`src/rtl/pvp_pkg.sv`:
```
// Shared types and constants for the axis position/velocity profiler.
// No dependencies; the RTL files refer to it by scoped names, the testbench files import it.
package pvp_pkg;

    // Field and register widths
    localparam int POS_W   = 32;
    localparam int SPEED_W = 21;
    localparam int MOTOR_W = 25;
    localparam int CFG_W   = 21;
    localparam int ERR_W   = 33;
    localparam int QUOT_W  = 22;
    localparam int RECIP_W = 23;

    // Q16.16 profile constants
    localparam logic [ERR_W-1:0]   SETTLE_BAND = 33'd3277;
    localparam logic [ERR_W-1:0]   DECEL_RANGE = 33'd786432;
    localparam logic [SPEED_W-1:0] SPEED_FLOOR = 21'd11796;
    localparam logic [SPEED_W-1:0] SLEW_STEP   = 21'd3277;
    localparam logic [SPEED_W-1:0] SPEED_MAX   = 21'd1048576;

    // ceil(2^24 / 3): exact floor(q / 3) for q below 2^23
    localparam logic [RECIP_W-1:0] RECIP3       = 23'd5592406;
    localparam int                 RECIP3_SHIFT = 24;

    // Reset values of the configuration registers
    localparam logic [CFG_W-1:0] SPEED_LIMIT_RST = 21'd65536;
    localparam logic [CFG_W-1:0] ARRIVE_TOL_RST  = 21'd78643;

    // Configuration register indexes
    localparam logic CFG_SPEED_LIMIT = 1'b0;
    localparam logic CFG_ARRIVE_TOL  = 1'b1;

    // Request kinds
    typedef enum logic [1:0] {
        KIND_TICK   = 2'd0,
        KIND_TARGET = 2'd1,
        KIND_START  = 2'd2,
        KIND_STOP   = 2'd3
    } kind_t;

    // Error stage result handed to the control stage
    typedef struct packed {
        kind_t                   kind;
        logic signed [POS_W-1:0] setpoint;
        logic                    settle;
        logic                    full;
        logic                    in_band;
        logic [QUOT_W-1:0]       quot_pre;
    } mid_t;

endpackage

```
`src/rtl/pvp_in_if.sv`:
```
// Request channel of the profiler: valid/ready handshake with the item fields.
// Depends on pvp_pkg for the field widths.
interface pvp_in_if;
    logic                             valid;
    logic                             ready;
    logic [1:0]                       kind;
    logic signed [pvp_pkg::POS_W-1:0] position_sample;
    logic signed [pvp_pkg::POS_W-1:0] new_target;

    modport source (output valid, output kind, output position_sample,
                    output new_target, input ready);
    modport sink   (input valid, input kind, input position_sample,
                    input new_target, output ready);
endinterface

```
`src/rtl/pvp_out_if.sv`:
```
// Result channel of the profiler: valid/ready handshake with the result fields.
// Depends on pvp_pkg for the field widths.
interface pvp_out_if;
    logic                             valid;
    logic                             ready;
    logic signed [pvp_pkg::POS_W-1:0] position_setpoint;
    logic [pvp_pkg::MOTOR_W-1:0]      motor_speed;
    logic                             command_sent;
    logic                             busy_flag;
    logic                             arrived_flag;

    modport source (output valid, output position_setpoint, output motor_speed,
                    output command_sent, output busy_flag, output arrived_flag,
                    input ready);
    modport sink   (input valid, input position_setpoint, input motor_speed,
                    input command_sent, input busy_flag, input arrived_flag,
                    output ready);
endinterface

```
`src/rtl/pvp_error_stage.sv`:
```
// Input register, goal position and position-error front end of the profiler.
// Depends on pvp_pkg and pvp_in_if.
module pvp_error_stage
(
    input  logic                          clk,
    input  logic                          rst_n,
    pvp_in_if.sink                        item,
    input  logic [pvp_pkg::SPEED_W-1:0]   lim,
    input  logic [pvp_pkg::CFG_W-1:0]     arrive_tol,
    output logic                          mid_valid,
    input  logic                          mid_ready,
    output pvp_pkg::mid_t                 mid
);

    logic                             in_valid_reg;
    pvp_pkg::kind_t                   kind_reg;
    logic signed [pvp_pkg::POS_W-1:0] pos_reg;
    logic signed [pvp_pkg::POS_W-1:0] target_reg;
    logic signed [pvp_pkg::POS_W-1:0] goal_reg;
    logic signed [pvp_pkg::POS_W-1:0] goal_next;

    logic                             s1_go;
    logic signed [pvp_pkg::ERR_W-1:0] diff;
    logic [pvp_pkg::ERR_W-1:0]        err_abs;
    logic [19:0]                      err_mid;
    logic [40:0]                      prod;

    // Take a new request whenever the register is empty or moving on
    assign s1_go      = in_valid_reg && mid_ready;
    assign item.ready = !in_valid_reg || mid_ready;
    assign mid_valid  = in_valid_reg;

    // Hold the request
    always_ff @(posedge clk or negedge rst_n)
    begin
        if (!rst_n)
        begin
            in_valid_reg <= 1'b0;
        end
        else if (item.ready)
        begin
            in_valid_reg <= item.valid;
        end
    end

    always_ff @(posedge clk)
    begin
        if (item.valid && item.ready)
        begin
            kind_reg   <= pvp_pkg::kind_t'(item.kind);
            pos_reg    <= item.position_sample;
            target_reg <= item.new_target;
        end
    end

    // Advance the goal in request order
    assign goal_next = (kind_reg == pvp_pkg::KIND_TARGET) ? target_reg : goal_reg;

    always_ff @(posedge clk or negedge rst_n)
    begin
        if (!rst_n)
        begin
            goal_reg <= '0;
        end
        else if (s1_go)
        begin
            goal_reg <= goal_next;
        end
    end

    // Absolute error against the current goal
    always_comb
    begin
        diff    = {goal_reg[pvp_pkg::POS_W-1], goal_reg} - {pos_reg[pvp_pkg::POS_W-1], pos_reg};
        err_abs = diff[pvp_pkg::ERR_W-1] ? pvp_pkg::ERR_W'(-diff) : pvp_pkg::ERR_W'(diff);
        // Only the band below the deceleration range uses the product
        err_mid = err_abs[19:0];
        prod    = {20'd0, lim} * {21'd0, err_mid};
    end

    // Build the stage result; saturate negation of the most negative goal
    always_comb
    begin
        mid.kind     = kind_reg;
        mid.setpoint = (goal_next == {1'b1, {(pvp_pkg::POS_W-1){1'b0}}})
                     ? {1'b0, {(pvp_pkg::POS_W-1){1'b1}}}
                     : -goal_next;
        mid.settle   = err_abs <= pvp_pkg::SETTLE_BAND;
        mid.full     = err_abs >= pvp_pkg::DECEL_RANGE;
        mid.in_band  = err_abs <= {{(pvp_pkg::ERR_W-pvp_pkg::CFG_W){1'b0}}, arrive_tol};
        mid.quot_pre = prod[39:18];
    end

endmodule

```
`src/rtl/pvp_ctrl_stage.sv`:
```
// Speed slew, period/hold counters, busy/arrived flags and result register.
// Depends on pvp_pkg and pvp_out_if.
module pvp_ctrl_stage
#(
    parameter int UPDATE_PERIOD_MS = 10,
    parameter int ARRIVE_HOLD_MS   = 80
)
(
    input  logic                          clk,
    input  logic                          rst_n,
    input  logic                          mid_valid,
    output logic                          mid_ready,
    input  pvp_pkg::mid_t                 mid,
    input  logic [pvp_pkg::SPEED_W-1:0]   lim,
    pvp_out_if.source                     result
);

    localparam int PC_W = $clog2(UPDATE_PERIOD_MS + 1);
    localparam int HC_W = $clog2(ARRIVE_HOLD_MS + 1);
    localparam logic [PC_W-1:0] PERIOD = PC_W'(UPDATE_PERIOD_MS);
    localparam logic [HC_W-1:0] HOLD   = HC_W'(ARRIVE_HOLD_MS);
    localparam int PROD_W = pvp_pkg::QUOT_W + pvp_pkg::RECIP_W;

    logic                           s2_valid_reg;
    pvp_pkg::mid_t                  m_reg;
    logic                           s2_go;

    logic                           run_reg, run_next;
    logic                           moving_reg, moving_next;
    logic                           at_target_reg, at_target_next;
    logic [pvp_pkg::SPEED_W-1:0]    speed_reg, speed_next;
    logic [PC_W-1:0]                pc_reg, pc_next, pc_inc;
    logic [HC_W-1:0]                hc_reg, hc_next, hc_inc;
    logic                           sent;

    logic [PROD_W-1:0]              prod3;
    logic [pvp_pkg::SPEED_W-1:0]    quot;
    logic [pvp_pkg::SPEED_W-1:0]    tgt_mid;
    logic [pvp_pkg::SPEED_W-1:0]    tgt;
    logic [pvp_pkg::SPEED_W-1:0]    slewed;
    logic [pvp_pkg::MOTOR_W:0]      speed_x30;

    logic                           out_valid_reg;

    // Move on when the result register is free or being emptied
    assign s2_go     = s2_valid_reg && (!out_valid_reg || result.ready);
    assign mid_ready = !s2_valid_reg || s2_go;

    // Hold the error stage result
    always_ff @(posedge clk or negedge rst_n)
    begin
        if (!rst_n)
        begin
            s2_valid_reg <= 1'b0;
        end
        else if (mid_ready)
        begin
            s2_valid_reg <= mid_valid;
        end
    end

    always_ff @(posedge clk)
    begin
        if (mid_valid && mid_ready)
        begin
            m_reg <= mid;
        end
    end

    // Speed target: divide the scaled error by three, then floor and clamp; zero when settled, the limit at full range
    always_comb
    begin
        prod3   = {{pvp_pkg::RECIP_W{1'b0}}, m_reg.quot_pre} *
                  {{pvp_pkg::QUOT_W{1'b0}}, pvp_pkg::RECIP3};
        quot    = prod3[pvp_pkg::RECIP3_SHIFT +: pvp_pkg::SPEED_W];
        if (quot < pvp_pkg::SPEED_FLOOR)
        begin
            tgt_mid = pvp_pkg::SPEED_FLOOR;
        end
        else if (quot > lim)
        begin
            tgt_mid = lim;
        end
        else
        begin
            tgt_mid = quot;
        end
        if (m_reg.settle)
        begin
            tgt = '0;
        end
        else if (m_reg.full)
        begin
            tgt = lim;
        end
        else
        begin
            tgt = tgt_mid;
        end
    end

    // Slew the commanded speed toward the target
    always_comb
    begin
        if (tgt > speed_reg)
        begin
            slewed = (tgt - speed_reg > pvp_pkg::SLEW_STEP)
                   ? speed_reg + pvp_pkg::SLEW_STEP : tgt;
        end
        else
        begin
            slewed = (speed_reg - tgt > pvp_pkg::SLEW_STEP)
                   ? speed_reg - pvp_pkg::SLEW_STEP : tgt;
        end
    end

    // Next state for the request in this stage
    always_comb
    begin
        pc_inc         = (pc_reg < PERIOD) ? pc_reg + PC_W'(1) : pc_reg;
        hc_inc         = (hc_reg < HOLD) ? hc_reg + HC_W'(1) : hc_reg;
        run_next       = run_reg;
        moving_next    = moving_reg;
        at_target_next = at_target_reg;
        speed_next     = speed_reg;
        pc_next        = pc_reg;
        hc_next        = hc_reg;
        sent           = 1'b0;
        case (m_reg.kind)
            pvp_pkg::KIND_TICK:
            begin
                pc_next = pc_inc;
                hc_next = hc_inc;
                if (run_reg)
                begin
                    if (pc_inc >= PERIOD)
                    begin
                        pc_next    = '0;
                        speed_next = slewed;
                        sent       = 1'b1;
                    end
                    if (m_reg.in_band)
                    begin
                        if (hc_inc >= HOLD)
                        begin
                            moving_next    = 1'b0;
                            at_target_next = 1'b1;
                        end
                    end
                    else
                    begin
                        moving_next    = 1'b1;
                        at_target_next = 1'b0;
                        hc_next        = '0;
                    end
                end
            end
            pvp_pkg::KIND_TARGET:
            begin
                moving_next    = 1'b1;
                at_target_next = 1'b0;
                hc_next        = '0;
            end
            pvp_pkg::KIND_START:
            begin
                run_next       = 1'b1;
                moving_next    = 1'b1;
                at_target_next = 1'b0;
                hc_next        = '0;
            end
            pvp_pkg::KIND_STOP:
            begin
                run_next       = 1'b0;
                moving_next    = 1'b0;
                at_target_next = 1'b1;
                speed_next     = '0;
            end
            default:
            begin
                run_next = run_reg;
            end
        endcase
    end

    // Scale the speed by thirty as 32x minus 2x
    assign speed_x30 = {speed_next, 5'd0} - {4'd0, speed_next, 1'd0};

    // Update state and the result valid
    always_ff @(posedge clk or negedge rst_n)
    begin
        if (!rst_n)
        begin
            run_reg       <= 1'b0;
            moving_reg    <= 1'b0;
            at_target_reg <= 1'b1;
            speed_reg     <= '0;
            pc_reg        <= '0;
            hc_reg        <= '0;
            out_valid_reg <= 1'b0;
        end
        else
        begin
            if (s2_go)
            begin
                run_reg       <= run_next;
                moving_reg    <= moving_next;
                at_target_reg <= at_target_next;
                speed_reg     <= speed_next;
                pc_reg        <= pc_next;
                hc_reg        <= hc_next;
                out_valid_reg <= 1'b1;
            end
            else if (result.ready)
            begin
                out_valid_reg <= 1'b0;
            end
        end
    end

    // Load the result payload
    always_ff @(posedge clk)
    begin
        if (s2_go)
        begin
            result.position_setpoint <= m_reg.setpoint;
            result.motor_speed       <= speed_x30[pvp_pkg::MOTOR_W-1:0];
            result.command_sent      <= sent;
            result.busy_flag         <= run_next && moving_next;
            result.arrived_flag      <= at_target_next;
        end
    end

    assign result.valid = out_valid_reg;

`ifndef SYNTH
    // A control update only happens while the axis is enabled
    a_sent_needs_run: assert property (@(posedge clk) disable iff (!rst_n)
        out_valid_reg && result.command_sent |-> run_reg)
        else $error("command sent while axis disabled");

    // Speed stays zero while disabled
    a_idle_speed_zero: assert property (@(posedge clk) disable iff (!rst_n)
        !run_reg |-> speed_reg == '0)
        else $error("nonzero speed while disabled");

    // Arrival and motion are exclusive
    a_arrive_vs_moving: assert property (@(posedge clk) disable iff (!rst_n)
        at_target_reg != moving_reg)
        else $error("arrived and moving disagree");

    // Speed never exceeds the clamped limit range
    a_speed_range: assert property (@(posedge clk) disable iff (!rst_n)
        speed_reg <= pvp_pkg::SPEED_MAX)
        else $error("speed above maximum");

    // A stalled result leaves the state untouched
    a_stall_holds_state: assert property (@(posedge clk) disable iff (!rst_n)
        out_valid_reg && !result.ready |=> $stable(speed_reg) && $stable(pc_reg))
        else $error("state moved during output stall");
`endif

endmodule

```
`src/rtl/axis_position_velocity_profiler.sv`:
```
// Pipeline: a request accepted into the input register passes on through the
// error/product register and then the result register, where its result is valid.
// Throughput: one request per cycle; the slew loop closes in the control
// stage, and ready stalls only on a held result.
// Reset: configuration returns to speed 1.0 and tolerance 1.2, axis disabled,
// arrived set, goal, speed and counters cleared.
module axis_position_velocity_profiler
#(
    parameter int UPDATE_PERIOD_MS = 10,
    parameter int ARRIVE_HOLD_MS   = 80
)
(
    input  logic                        clk,
    input  logic                        rst_n,
    pvp_in_if.sink                      item,
    pvp_out_if.source                   result,
    input  logic                        cfg_write,
    input  logic                        cfg_index,
    input  logic [pvp_pkg::CFG_W-1:0]   cfg_data
);

    logic [pvp_pkg::CFG_W-1:0]   speed_limit_reg;
    logic [pvp_pkg::CFG_W-1:0]   arrive_tol_reg;
    logic [pvp_pkg::SPEED_W-1:0] lim;
    logic                        mid_valid;
    logic                        mid_ready;
    pvp_pkg::mid_t               mid;

    // Hold the configuration registers
    always_ff @(posedge clk or negedge rst_n)
    begin
        if (!rst_n)
        begin
            speed_limit_reg <= pvp_pkg::SPEED_LIMIT_RST;
            arrive_tol_reg  <= pvp_pkg::ARRIVE_TOL_RST;
        end
        else if (cfg_write)
        begin
            if (cfg_index == pvp_pkg::CFG_SPEED_LIMIT)
            begin
                speed_limit_reg <= cfg_data;
            end
            if (cfg_index == pvp_pkg::CFG_ARRIVE_TOL)
            begin
                arrive_tol_reg <= cfg_data;
            end
        end
    end

    // Clamp the speed limit to the maximum
    assign lim = (speed_limit_reg > pvp_pkg::SPEED_MAX) ? pvp_pkg::SPEED_MAX
                                                        : speed_limit_reg;

    pvp_error_stage u_error
    (
        .clk        (clk),
        .rst_n      (rst_n),
        .item       (item),
        .lim        (lim),
        .arrive_tol (arrive_tol_reg),
        .mid_valid  (mid_valid),
        .mid_ready  (mid_ready),
        .mid        (mid)
    );

    pvp_ctrl_stage
    #(
        .UPDATE_PERIOD_MS (UPDATE_PERIOD_MS),
        .ARRIVE_HOLD_MS   (ARRIVE_HOLD_MS)
    )
    u_ctrl
    (
        .clk       (clk),
        .rst_n     (rst_n),
        .mid_valid (mid_valid),
        .mid_ready (mid_ready),
        .mid       (mid),
        .lim       (lim),
        .result    (result)
    );

endmodule

```
`src/flat_wrapper.sv`:
```
// flat-port wrapper written by rule: the top's interface ports become plain ports
module axis_position_velocity_profiler_flat 
#(
    parameter int UPDATE_PERIOD_MS = 10,
    parameter int ARRIVE_HOLD_MS   = 80
)
  (clk, rst_n, cfg_write, cfg_index, cfg_data, item_valid, item_kind, item_position_sample, item_new_target, item_ready, result_valid, result_position_setpoint, result_motor_speed, result_command_sent, result_busy_flag, result_arrived_flag, result_ready);
  pvp_in_if item_i ();
  pvp_out_if result_i ();
  input  logic clk;
  input  logic rst_n;
  input  logic cfg_write;
  input  logic cfg_index;
  input  logic [pvp_pkg::CFG_W-1:0] cfg_data;
  input wire logic [$bits(item_i.valid)-1:0] item_valid;
  input wire logic [$bits(item_i.kind)-1:0] item_kind;
  input wire logic [$bits(item_i.position_sample)-1:0] item_position_sample;
  input wire logic [$bits(item_i.new_target)-1:0] item_new_target;
  output wire logic [$bits(item_i.ready)-1:0] item_ready;
  output wire logic [$bits(result_i.valid)-1:0] result_valid;
  output wire logic [$bits(result_i.position_setpoint)-1:0] result_position_setpoint;
  output wire logic [$bits(result_i.motor_speed)-1:0] result_motor_speed;
  output wire logic [$bits(result_i.command_sent)-1:0] result_command_sent;
  output wire logic [$bits(result_i.busy_flag)-1:0] result_busy_flag;
  output wire logic [$bits(result_i.arrived_flag)-1:0] result_arrived_flag;
  input wire logic [$bits(result_i.ready)-1:0] result_ready;
  assign item_i.valid = item_valid;
  assign item_i.kind = item_kind;
  assign item_i.position_sample = item_position_sample;
  assign item_i.new_target = item_new_target;
  assign item_ready = item_i.ready;
  assign result_valid = result_i.valid;
  assign result_position_setpoint = result_i.position_setpoint;
  assign result_motor_speed = result_i.motor_speed;
  assign result_command_sent = result_i.command_sent;
  assign result_busy_flag = result_i.busy_flag;
  assign result_arrived_flag = result_i.arrived_flag;
  assign result_i.ready = result_ready;
  axis_position_velocity_profiler #(.UPDATE_PERIOD_MS(UPDATE_PERIOD_MS), .ARRIVE_HOLD_MS(ARRIVE_HOLD_MS)) u_core (.clk(clk), .rst_n(rst_n), .item(item_i), .result(result_i), .cfg_write(cfg_write), .cfg_index(cfg_index), .cfg_data(cfg_data));
endmodule
```
`config.mk`:
```
export PLATFORM = sky130hd
export DESIGN_NAME = axis_position_velocity_profiler_flat
export DESIGN_NICKNAME = d
export VERILOG_FILES = /design/src/rtl/pvp_pkg.sv /design/src/rtl/pvp_in_if.sv /design/src/rtl/pvp_out_if.sv /design/src/rtl/pvp_error_stage.sv /design/src/rtl/pvp_ctrl_stage.sv /design/src/rtl/axis_position_velocity_profiler.sv /design/src/flat_wrapper.sv
export SDC_FILE = /design/constraint.sdc
export NUM_CORES = 2
export LEC_CHECK = 0
export ABC_AREA = 1
export BUFFER_PORTS_ARGS = -buffer_cell sky130_fd_sc_hd__buf_2
export CORE_MARGIN = 2
export CORE_UTILIZATION = 70
export DETAILED_ROUTE_END_ITERATION = 10
export PLACE_DENSITY_LB_ADDON = 0.25
export SLEW_MARGIN = 0
export SYNTH_ARGS = -nofsm -noshare
export SYNTH_HDL_FRONTEND = slang
export SYNTH_SLANG_ARGS = --single-unit
```
`constraint.sdc`:
```
create_clock -name clk -period 28.6 [get_ports clk]
set_input_delay 2.86 -clock clk [delete_from_list [all_inputs] [get_ports clk]]
set_output_delay 2.86 -clock clk [all_outputs]
set_load 0.005 [all_outputs]
```
== Word level (Yosys, flattened, before mapping) ==
Cells that the tools add are included.
Word-level totals
  memories: 0
  register bits: 297
  input bits: 93
  bits in writable memories: 0
  logic and storage cells: 108
  bits in latches: 0
  ROM bits: 0
Operators by class
  eq/ne operators: 5
  add/subtract/negate cells: 10
  multiplexer cells: 32
  bitwise logic cells: 1
  magnitude comparators: 13
  $mul: 2
  shift-type cells: 0
  div/mod/pow operators: 0
  reduce and logical (&&, ||, !) cells: 19
Operators by type and width (count)
  2-to-1 mux 21 bit: 10
  multiplier 22 x 22 -> 44 bit, second input constant: 1
  greater-than comparator 21 x 12 -> 1 bit, second input constant: 2
  greater-than comparator 21 bit: 2
  one-hot mux 21 bit (2 select lines): 1
  subtractor 21 bit: 2
  multiplier 21 x 20 -> 40 bit: 1
  >= comparator 33 x 20 -> 1 bit, second input constant: 1
  <= comparator 33 x 12 -> 1 bit, second input constant: 1
  <= comparator 33 x 21 -> 1 bit: 1
  2-to-1 mux 33 bit: 1
  negation 33 bit: 1
  subtractor 32 x 32 -> 33 bit: 1
  == test 32 bit, second input constant: 1
  2-to-1 mux 32 bit: 1
  negation 32 bit: 1
  subtractor 25 x 22 -> 25 bit: 1
  adder 21 x 12 -> 21 bit, second input constant: 1
  greater-than comparator 21 bit, second input constant: 1
  < comparator 21 x 14 -> 1 bit, second input constant: 1
  2-to-1 mux 7 bit: 3
  subtractor 21 x 12 -> 21 bit, second input constant: 1
  one-hot mux 7 bit (2 select lines): 1
  2-to-1 mux 4 bit: 3
  19 further kinds: 42

== Depth between registers and ports, before layout ==
  depth in word-level cells: 15
  gate-level depth with buffers: 82
  depth with buffers taken out: 80

== Modules after synthesis ==
Synthesis repeated with hierarchy kept, for this count alone.
Second synthesis, totals
  cells, all modules: 6257
  area total of the unflattened synthesis: 46778.6 sq um
By module, submodules not included
  pvp_error_stage: instances 1, area each 23202.3 sq um, cells each 3185
  pvp_ctrl_stage: instances 1, area each 21658.3 sq um, cells each 2851
  axis_position_velocity_profiler: instances 1, area each 1918.1 sq um, cells each 221

== Worst setup path before layout ==
No wires, ideal clock.
  path kind: reg-to-reg
  start point: reg u_core.u_ctrl.m_reg[5] (netlist name)
  end point: reg u_core.u_ctrl.result.motor_speed[12], data pin
  stages on the path, launching flop included: 73
  path buffers: 5
  slack: 16905 ps
  arrival time: 11436 ps
  cell sequence: edfxtp_1 ha_1 xor2_1 ha_1 inv_1 fa_1 inv_1 fa_1 fa_1 fa_1 inv_1 fa_1 inv_1 ha_1 nand2_1 inv_1 nand2_2 nor4_2 (+37 left out) nor2_1 nand2_2 nor2_4 nand3_4 buf_6 buf_2 buf_2 nor2_1 o221ai_1 a22oi_1 ha_1 a21oi_1 inv_1 a21boi_1 o21ai_2 nand3_2 nand3_2 xor2_1
On the way
  longest elaborated chain between the ends: 14
  elaborated cells between the ends (all ways): 19
  those cells by class: add/sub: 3; mul: 1; order compare: 5; mux: 10
RTL lines
  start, declared: line pvp_ctrl_stage.sv:25  | pvp_pkg::mid_t m_reg;
  start signal, assigned: line pvp_ctrl_stage.sv:66  | m_reg <= mid;
  multiplier 22 x 22 -> 44 bit (*): line pvp_ctrl_stage.sv:73  | prod3 = {{pvp_pkg::RECIP_W{1'b0}}, m_reg.quot_pre} *
  greater-than comparator 21 bit: line pvp_ctrl_stage.sv:80  | else if (quot > lim)
  2-to-1 mux 21 bit: line pvp_ctrl_stage.sv:80
  2-to-1 mux 21 bit (*): line pvp_ctrl_stage.sv:76  | if (quot < pvp_pkg::SPEED_FLOOR)
  2-to-1 mux 21 bit (*): line pvp_ctrl_stage.sv:92  | else if (m_reg.full)
  2-to-1 mux 21 bit (*): line pvp_ctrl_stage.sv:88  | if (m_reg.settle)
  subtractor 21 bit, on equally long branches: line pvp_ctrl_stage.sv:112, pvp_ctrl_stage.sv:107
  greater-than comparator 21 x 12 -> 1 bit, on equally long branches: line pvp_ctrl_stage.sv:112, pvp_ctrl_stage.sv:107
  2-to-1 mux 21 bit, on equally long branches: line pvp_ctrl_stage.sv:113, pvp_ctrl_stage.sv:108
  2-to-1 mux 21 bit (*): line pvp_ctrl_stage.sv:105  | if (tgt > speed_reg)
  2-to-1 mux 21 bit (*): line pvp_ctrl_stage.sv:136  | if (pc_inc >= PERIOD)
  2-to-1 mux 21 bit (*): line pvp_ctrl_stage.sv:134  | if (run_reg)
  one-hot mux 21 bit (2 select lines) (*): line pvp_ctrl_stage.sv:129  | case (m_reg.kind)
  subtractor 25 x 22 -> 25 bit (*): line pvp_ctrl_stage.sv:186  | assign speed_x30 = {speed_next, 5'd0} - {4'd0, speed_next, 1'd0};
  via u_core.u_ctrl.speed_x30 (one bit): line pvp_ctrl_stage.sv:41  | logic [pvp_pkg::MOTOR_W:0] speed_x30;
  end signal, assigned: line pvp_ctrl_stage.sv:226  | result.motor_speed <= speed_x30[pvp_pkg::MOTOR_W-1:0];
  end, declared: line pvp_out_if.sv:12  | modport source (output valid, output position_setpoint, output motor_speed,
The timed path passes the listed nets; every way through them passes the cells marked *.
A chain may end at the register's enable or synchronous reset.

== Worst setup path in the final report ==
  start point: reg u_core.u_ctrl.m_reg[11] (netlist name)
  end point: reg u_core.u_ctrl.result.motor_speed[23], data pin
The elaborated chain is that of the path after synthesis.

==> impl_metrics.env <==
export IMPL_syn_area_um2=43670
export IMPL_crit_fanout=32
export IMPL_synth_edf_count=184
export IMPL_avgSynthCellArea_um2=7.877
export IMPL_start_util=0.7076
export IMPL_post_synth_top_count_cell="nand2_1"
export IMPL_wirelength_mm=126.9
export IMPL_area_growth_pct=6.378
export IMPL_row_count=91
export IMPL_final_layout_size_suffix_gt1_frac=0.07067
export IMPL_cp_required_ps=28940
export IMPL_via_count=38013
export IMPL_antenna_found_initial=2
export IMPL_firstDrtPassIters=7
export IMPL_path_clk_slew_ps=60
export IMPL_rr_worst_depth=70
export IMPL_ys_top_cells_by_count="nand2_1, inv_1, fa_1"
export IMPL_grt_pass1_wl_mm=200.9
export IMPL_r2r_start="u_core.u_ctrl.m_reg[11]$_DFFE_PP_"
export IMPL_max_freq_ghz=0.07256
export IMPL_cp_data_arrival_time_ps=14120
export IMPL_via_per_inst=5.837
export IMPL_grt_usage=0.4024
export IMPL_timing_rr_end="u_core.u_ctrl.result.motor_speed[23]$_DFFE_PP_"
export IMPL_crit_path_end="u_core.u_ctrl.result.motor_speed[23]$_DFFE_PP_"
export IMPL_cp_common_cell="nand2_1"
export IMPL_setup_tns_ps=0
export IMPL_synthArstFlopShare=0.3784
export IMPL_path_delay_family="adder cells"
export IMPL_cp_slowest_cell="nor2_1"
export IMPL_syn_inst=5544
export IMPL_syn_nets=6633
export IMPL_cts_max_level=2
export IMPL_grt_max_degree=67
export IMPL_clock_skew_ps=29.31
export IMPL_drt_iter0_markers=3608
export IMPL_ioPinCount=155
export IMPL_post_cts_repair_setup_buffers=0
export IMPL_startpoint="u_core.u_ctrl.m_reg[11]$_DFFE_PP_"
export IMPL_synth_ff_type="edfxtp_1"
export IMPL_timing_critical_path_buf_inv=10
export IMPL_synth_area_leader_cell="fa_1"
export IMPL_die_x_um=253.8
export IMPL_relSlewSlack=0.1814
export IMPL_dp_final_hpwl_mm=101.5
export IMPL_post_route_period_util=0.4818
export IMPL_cts_resized=0
export IMPL_cpPeakStageDelay_ps=580
export IMPL_rsz0062_at_grt="no"
export IMPL_reg2reg_slack_ps=14820
export IMPL_tightestPinTransition_ps=1225
export IMPL_worstSkewPairLatency_ps=580
export IMPL_hold_ws_ps=395.5
export IMPL_crit_cells=70
export IMPL_numCtsBuffers=36
export IMPL_place_gp_congestion=1.032
export IMPL_grt_pass1_vias=38142
export IMPL_ys_top_cells_by_area="fa_1, ha_1, edfxtp_1"
export IMPL_startpoint_type="flip-flop"
export IMPL_cts_sinks=296
export IMPL_synth_warnings=0
export IMPL_slew_viol_final=0
export IMPL_grt_ovfl_total=0
export IMPL_cts_root_buffer="clkbuf_16"
export IMPL_dieArea_um2=64400
export IMPL_criticalPathCategory="reg -> reg"
export IMPL_status="complete, no violations"
export IMPL_finalSetupViolations=0
export IMPL_die_h_um=253.8
export IMPL_port_buffers=153
export IMPL_ys_types=72
export IMPL_drv_cap=0
export IMPL_cts_tree="built"
export IMPL_clockBufferDepth=3
export IMPL_wl_per_cell_um=19.48
export IMPL_cts_hold_buf=0
export IMPL_hold_viol=0
export IMPL_synth_seq_cells=296
export IMPL_period_needed_ps=13780
export IMPL_antenna_left=0
export IMPL_fin_nets=6737
export IMPL_netlist_area_leader_share=0.2311
export IMPL_hp_class="reg -> reg"
export IMPL_ys_seq_area_frac=0.1910
export IMPL_core_area_um2=61710
export IMPL_drc=0
export IMPL_largest_reg_flops=59
export IMPL_end_kind="flip-flop"
how the worst min path moves through the flow:
stage	cells past startpoint	slack, ps	to	startpoint
global placement	0	400	u_core.u_ctrl.result.position_setpoint[31]$_DFFE_PP_	u_core.u_ctrl.m_reg[56]$_SDFFCE_PN0P_
CTS	0	390	u_core.u_ctrl.result.position_setpoint[0]$_DFFE_PP_	u_core.u_ctrl.m_reg[25]$_SDFFCE_PN1P_
global route	0	430	u_core.u_ctrl.result.position_setpoint[7]$_DFFE_PP_	u_core.u_ctrl.m_reg[32]$_SDFFCE_PN1P_
floorplan	0	400	u_core.u_ctrl.result.position_setpoint[0]$_DFFE_PP_	u_core.u_ctrl.m_reg[25]$_SDFFCE_PN1P_
finish	0	400	u_core.u_ctrl.result.position_setpoint[0]$_DFFE_PP_	u_core.u_ctrl.m_reg[25]$_SDFFCE_PN1P_
detailed placement	0	400	u_core.u_ctrl.result.position_setpoint[14]$_DFFE_PP_	u_core.u_ctrl.m_reg[39]$_SDFFCE_PN1P_
layout make-up:
cell class,instances,area (um2)
Clock inverter,17,188.9
Timing Repair Buffer,197,1099
Inverter,1216,4566
Sequential cell,296,8342
Multi-Input combinational cell,3901,30230
Clock buffer,47,982.2
Antenna cell,1,2.502
Tap cell,837,1047
Fill cell,4677,15260
worst register-to-register path, delay by kind of cell, from the launching register on:
family	cells	cell delay [ps]
buffers and inverters	10	1010
AO/OA/AOI/OAI	14	2490
AND/OR/NAND/NOR	34	4170
flip-flops	1	560
XOR/XNOR	1	330
adder cells (fa/ha/maj)	11	5000
stage by stage:
step	instances	util	instance area (um2)	setup WS [ps]
4_1_cts	6511	0.7527	46450	15070
3_5_place_dp	6447	0.7337	45280	15100
5_1_grt	6512	0.7527	46450	13590
6_report	6512	0.7527	46450	14820
3_3_place_gp	6447	0.7337	45280	15330
2_1_floorplan	5544	-	43670	16900
cells in the final DEF, fill, tap and decap left out, types with 6 or more instances in the layout:
master     count
inv_2         21
clkbuf_16     36
nand2_1     1188
o31ai_1        6
nand4_1       61
nor2_1       431
buf_2        152
a211oi_1       9
inv_1       1181
nand3_1      210
nor2_4         6
edfxtp_1     184
dfstp_2       11
ha_1         492
a21o_1         6
clkinv_1      14
a31oi_1       14
o211ai_1      24
buf_4         45
nand2_2       34
or2_2         14
dfrtp_1      101
nand3_2       16
clkbuf_1       7
o21ai_1       15
nor3_1        64
xnor2_1       39
xor2_1       123
a22oi_1        9
a21oi_1      247
o21a_1        17
fa_1         504
o21bai_1      10
nor4_1        13
nor2_2        14
o21ai_0      265
per-layer routing:
metal	track usage	up-vias	share of wire
met5	0	-	0
met4	0.1857	0	0.054
met3	0.09167	478	0.099
met2	0.6414	1925	0.45
met1	0.5249	18098	0.39
li1	-	17512	-
kinds of logic (layout without fill, tap and decap cells):
family / after synthesis / after routing / share of synthesized area
mux: 3 / 3 / 0.0006877
xor+xnor: 165 / 165 / 0.03309
simple gates: 2077 / 2077 / 0.2013
fa+ha+maj: 996 / 996 / 0.3720
other cells: 1 / 2 / 0.00008587
compound gates: 659 / 659 / 0.08432
flops: 296 / 296 / 0.1910
buf+inv: 1347 / 1477 / 0.1174
Power is left out: the tool's default activity adds up to more than one toggle a clock period on the data nets, which glitch-free logic cannot reach.
